===== src/art_pkg.sv =====
package art_pkg;

	localparam int MAX_WINDOWS = 16;
	localparam int ADDR_BITS   = 48;
	localparam int FIELD_W     = 48;
	localparam int TAG_W       = 8;
	localparam int IDX_W       = (MAX_WINDOWS > 1) ? $clog2(MAX_WINDOWS) : 1;
	localparam int CNT_W       = $clog2(MAX_WINDOWS + 1);
	localparam int END_W       = ADDR_BITS + 1;

	typedef enum logic [2:0] {
		ST_OK       = 3'd0,
		ST_FULL     = 3'd1,
		ST_ZERO     = 3'd2,
		ST_OVERLAP  = 3'd3,
		ST_NOMATCH  = 3'd4,
		ST_OVERFLOW = 3'd5
	} status_t;

	typedef enum logic {
		REQ_REGISTER = 1'b0,
		REQ_LOOKUP   = 1'b1
	} req_t;

	// Data handed from one cell to the next during the resolve cycle.
	typedef struct packed {
		logic                 taken;
		logic                 ovl;
		logic [IDX_W-1:0]     idx;
		logic [ADDR_BITS-1:0] offset;
		logic [TAG_W-1:0]     tag;
	} art_link_t;

	// Write port shared by all cells; each cell has its own enable.
	typedef struct packed {
		logic [ADDR_BITS-1:0] base;
		logic [END_W-1:0]     win_end;
		logic [TAG_W-1:0]     tag;
	} art_wr_t;

endpackage


===== src/art_cell.sv =====
module art_cell
	import art_pkg::*;
(
	input  logic                 clk,
	input  logic                 capture,
	input  logic                 active,
	input  logic [ADDR_BITS-1:0] cmp_addr,
	input  logic [END_W-1:0]     cmp_end,
	input  logic                 wr_en,
	input  art_wr_t              wr,
	input  logic [IDX_W-1:0]     cell_idx,
	input  art_link_t            link_in,
	output art_link_t            link_out
);

	logic [ADDR_BITS-1:0] base_q;
	logic [END_W-1:0]     end_q;
	logic [TAG_W-1:0]     tag_q;

	logic                 hit_s1;
	logic                 ovl_s1;
	logic [ADDR_BITS-1:0] off_s1;

	logic [END_W-1:0] addr_ext;
	logic [END_W-1:0] base_ext;
	logic             hit_d;
	logic             ovl_d;
	logic             grant;

	assign addr_ext = {1'b0, cmp_addr};
	assign base_ext = {1'b0, base_q};
	assign hit_d    = active && (cmp_addr >= base_q) && (addr_ext < end_q);
	assign ovl_d    = active && !((addr_ext >= end_q) || (cmp_end <= base_ext));

	always_ff @(posedge clk) begin
		if (wr_en) begin
			base_q <= wr.base;
			end_q  <= wr.win_end;
			tag_q  <= wr.tag;
		end
	end

	always_ff @(posedge clk) begin
		if (capture) begin
			hit_s1 <= hit_d;
			ovl_s1 <= ovl_d;
			off_s1 <= cmp_addr - base_q;
		end
	end

	// Only the first hit along the chain claims the result.
	assign grant = hit_s1 && !link_in.taken;

	always_comb begin
		link_out       = link_in;
		link_out.taken = link_in.taken | hit_s1;
		link_out.ovl   = link_in.ovl | ovl_s1;
		if (grant) begin
			link_out.idx    = cell_idx;
			link_out.offset = off_s1;
			link_out.tag    = tag_q;
		end
	end

endmodule


===== config.mk =====
export PLATFORM = sky130hd
export DESIGN_NAME = art_cell
export DESIGN_NICKNAME = d
export VERILOG_FILES = /design/src/art_pkg.sv /design/src/art_cell.sv
export SDC_FILE = /design/constraint.sdc
export NUM_CORES = 1
export LEC_CHECK = 0
export BUFFER_PORTS_ARGS = -buffer_cell sky130_fd_sc_hd__buf_2
export CAP_MARGIN = 20
export CORE_MARGIN = 4
export CORE_UTILIZATION = 57
export CTS_BUF_LIST = sky130_fd_sc_hd__clkbuf_16
export CTS_CLUSTER_DIAMETER = 50
export DETAILED_ROUTE_END_ITERATION = 12
export PLACE_DENSITY = 0.95
export SLEW_MARGIN = 20
export SYNTH_ARGS = -nofsm -noshare
export SYNTH_HDL_FRONTEND = slang
export SYNTH_SLANG_ARGS = --single-unit

===== constraint.sdc =====
create_clock -name clk -period 5.1 [get_ports clk]
set_input_delay 1.02 -clock clk [delete_from_list [all_inputs] [get_ports clk]]
set_output_delay 1.02 -clock clk [all_outputs]
set_load 0.01 [all_outputs]

After elaboration in Yosys (flattened, before gate mapping)
Index checks and enable logic that the tools add are counted.

RAM bits: 0. Output and inout port bits: 62. Memories: 0. Register bits after elaboration: 155. Bits in latches: 0. Word-level logic and storage cells: 21. ROM bits: 0.

Add/sub/neg operators: 1. Multiplexer cells: 1. Equal/unequal tests: 0. Shift operators: 0. Divide/modulo/power cells: 0. Bitwise logic cells: 2. $mul: 0. Reduce and logical (&&, ||, !) cells: 7. Magnitude comparators: 4.

Operators with widths (number): $mux 60 (1); $ge 48x49->1 (1); $le 49x48->1 (1); $lt 48x49->1 (1); $ge 48x48->1 (1); $sub 48x48->48 (1); $logic_and 1x1->1 (4); $logic_not 1->1 (2); $or 1x1->1 (2); $logic_or 1x1->1 (1).

Logic depth before layout (Yosys ltp)
Depth after elaboration: 4. Gate-level depth with buffers: 11.

Worst setup path after synthesis
No wires, ideal clock.

Path kind: input to register. From: in cmp_addr[0]. To: reg off_s1[42], data pin. Data arrival time: 3.278 ns. Setup slack: 1.632 ns. Stages on the path: 11. Library setup time: 0.190 ns. Path through: inv_1 -> ha_1 -> fa_1 -> nor2b_1 -> o31ai_1 -> a21oi_1 -> a211oi_2 -> o41ai_4 -> a31o_4 -> mux2i_1 -> a2111oi_2.

Cells in the longest elaborated chain, start to end: 1.

RTL lines: from (decl) (line art_cell.sv:7) `input logic [ADDR_BITS-1:0] cmp_addr,`; $sub 48x48->48 (line art_cell.sv:47) `off_s1 <= cmp_addr - base_q;`; to (signal assigned) (line art_cell.sv:47); to (decl) (line art_cell.sv:22) `logic [ADDR_BITS-1:0] off_s1;`.

Every way passes these cells. A chain may end at the register's enable or synchronous reset.

Worst setup path after layout
Same ends and word-level chain as after synthesis.

==> run metrics <==
setup repair after global routing missed its margin=false; Hold EP=tag_q[2]; post-CTS setup-driven buffer insertion count=0; worst reg2reg path endpoint=off_s1[42]; total gr overflow=0; slack of the worst reg-to-reg path=1700 ps; die area=21200 sq um; leakage power of the design=6.41 nW; largest fanout of any net on the critical path=3; CTS Hold Buffers Added=0; total negative setup slack=0 ps; total DRC errors in the routed layout=0; sequential share of the synthesized area=0.432; Reg2Reg Depth=10; clock skew after layout=11.7 ps; routing usage on met1=0.367; root cell of the clock tree=clkbuf_16; post-synthesis instance area=10800 sq um; IO buf count=333; number of rows created at floorplan=50; syn avg cell area=10.8 sq um; number of antenna violations at the first check in global routing=4; via total after detailed routing=9357; GR peak layer=met2; met3 demand-to-capacity share in global routing=0.0651; EDFF count, synth=155; starting density of the core=0.578; Worst Hold Class=in -> reg; Worst Max-Slew Pin Slew=856 ps; leading post-synthesis cells by instance count=edfxtp_1, ha_1, inv_1, a21oi_1, a21o_1; Max Cap Violations=0; Global Route met2 Usage=0.510; share of synthesized flip-flops with an asynchronous set or reset=0; Yosys warnings=0; start-to-end type of the worst setup path=in -> reg; Critical Path Source Type=primary input; Arr. time, crit path=3990 ps; max-slew headroom at the worst pin=0.429; least setup slack across all paths after layout=1350 ps; top-level port count=334; via density per instance=5.93; post-detailed-route count of antenna-violating nets=0; Die X-Extent=146 um; number of clock sinks=155; max frequency=266 MHz; maximum buffer depth of the clock tree=2; top cells by area, synth=edfxtp_1, ha_1, mux2_2; kind of end point of the critical path=flop; setup violation total in the final timing report=0; TritonCTS clock tree=built; number of cells on the worst hold path=1; Final Cycle Share=0.736; ratio of total power to cell area=300 nW/um^2; Total Routed Length=32.4 mm; Final Instance Area=13300 sq um; cell type with the largest total area after synthesis=edfxtp_1; fraction of layout cells with a size suffix above 1=0.336; flop and latch count out of synthesis=155; vias in the first global route=9500; required time reported for the critical path endpoint=5340 ps; initial detailed-routing violation count=952; number of resized instances in the post-cts repair step=0; worst slack at placement=1020 ps; Fill cells=1307; die height=146 um; all-layer global routing usage=0.300; final critical delay including setup and external delays=3750 ps; cts bufs inserted=17; startpoint of the tightest hold check path=wr[2]; proportion of netlist area held by the largest area contributor=0.432; max-slew violation count=0; Power Total=0.00399 W; Synth Flop Type=edfxtp_1; number of distinct standard cells referenced by the synthesized netlist=65; endpoints failing hold=0; outcome=completed; # nets final=1745; number of iterations in the first detailed-routing pass=6; first-pass GRT wire length=49.9 mm; latest clock arrival within the worst-skew pair=430 ps; most frequent cell after synthesis=edfxtp_1; worst supply voltage drop on vdd=0.239 mV; Mapped Cells=996; H-Tree Depth=4; signed area change from the synthesized netlist to the final layout=23.2%; core area=18600 sq um; detailed-route wire length per cell=20.5 um; CTS clock-pin slew for the worst setup and hold paths=70 ps; Final Wtd Congestion=0.964; maximum number of pins on one net before global-route repair=68; total placed instance area=12700 sq um; total nets after synthesis=1413; RR Startpoint=base_q[0]; hpwl dp=26.6 mm
-- power breakdown --
| part | internal (W) | switching, W |
|---|---|---|
| clock network | 0.000690 | 0.000570 |
| registers | 0.00158 | 0.0000589 |
| logic | 0.000462 | 0.000627 |
| total | 0.00273 | 0.00126 |
-- layout make-up --
type                            instances  area, sq um  area share
Clock inverter                         15          156      0.0118
Antenna cell                            4         10.0    0.000753
Inverter                              112          420      0.0316
Multi-Input combinational cell        706         5620       0.423
Timing Repair Buffer                  336         1700       0.128
Tap cell                              234          293      0.0220
Clock buffer                           17          425      0.0320
Sequential cell                       155         4650       0.350
-- sequential cells by signal, summed over array words and instances, names as in the netlist --
name and count:
ovl_s1 1, tag_q 8, end_q 49, off_s1 48, hit_s1 1, base_q 48
-- stage by stage --
stage / hold slack [ps] / utilization / cells
finish: 755 / 0.713 / 1579
global route: 743 / 0.713 / 1579
CTS: 744 / 0.712 / 1575
detailed placement: 737 / 0.681 / 1543
global placement: 710 / 0.681 / 1543
floorplan: 659 / - / 996
-- logic make-up after synthesis --
| group | count (synthesis) | share of synthesized area |
|---|---|---|
| AOI/OAI and AO/OA | 251 | 0.158 |
| xor gates and xnor gates | 38 | 0.0309 |
| adders and majority gates | 145 | 0.169 |
| buffers and inverters | 135 | 0.0473 |
| DFF | 155 | 0.432 |
| muxes | 63 | 0.0656 |
| and+or+nand+nor | 209 | 0.0977 |
-- layout by cell type (no fill, tap or decap), types with 4 or more instances in the layout --
master     instances
a21o_1            64
clkinv_4           4
nor2b_1            7
nand2b_1           4
a21oi_1           76
nand3_1           22
o21a_1             6
inv_6              5
or2_2              4
a211oi_1          10
edfxtp_1         155
o21bai_1          11
nand4_1           32
nor2_1            59
nor3_1             6
ha_1             144
and3_1             4
xnor2_1           23
diode_2            4
and2_1             4
mux2_2            61
inv_1            112
o21ai_0           41
xor2_1            15
nand2_1           47
buf_2            332
o211ai_1           6
clkbuf_16         17
nor4_1             4
-- routing by layer --
| metal | vias up | share of wire |
|---|---|---|
| li1 | 4369 | - |
| met1 | 4346 | 0.38 |
| met2 | 532 | 0.48 |
| met3 | 110 | 0.085 |
| met4 | 0 | 0.048 |
| met5 | - | 0 |
-- how the worst max path moves through the flow --
stage / slack, ps / depth (start not counted) / from / endpoint
after floorplan: 1630 / 11 / cmp_addr[0] / off_s1[42]
after global placement: 1200 / 12 / cmp_addr[0] / off_s1[42]
after detailed placement: 1020 / 12 / cmp_addr[0] / off_s1[46]
after CTS: 1450 / 12 / cmp_addr[0] / off_s1[42]
after global routing: 1190 / 12 / cmp_addr[0] / off_s1[42]
final: 1350 / 12 / cmp_addr[0] / off_s1[42]
-- critical path, stage by stage --
cell and delay, ps:
buf_2 90, inv_1 80, ha_1 260, fa_1 430
nor2b_1 200, o31ai_1 140, a21oi_1 420, a211oi_2 200
o41ai_4 450, a31o_4 260, mux2i_1 110, a2111oi_2 320
No activity file was read; power rests on OpenSTA's default activity.
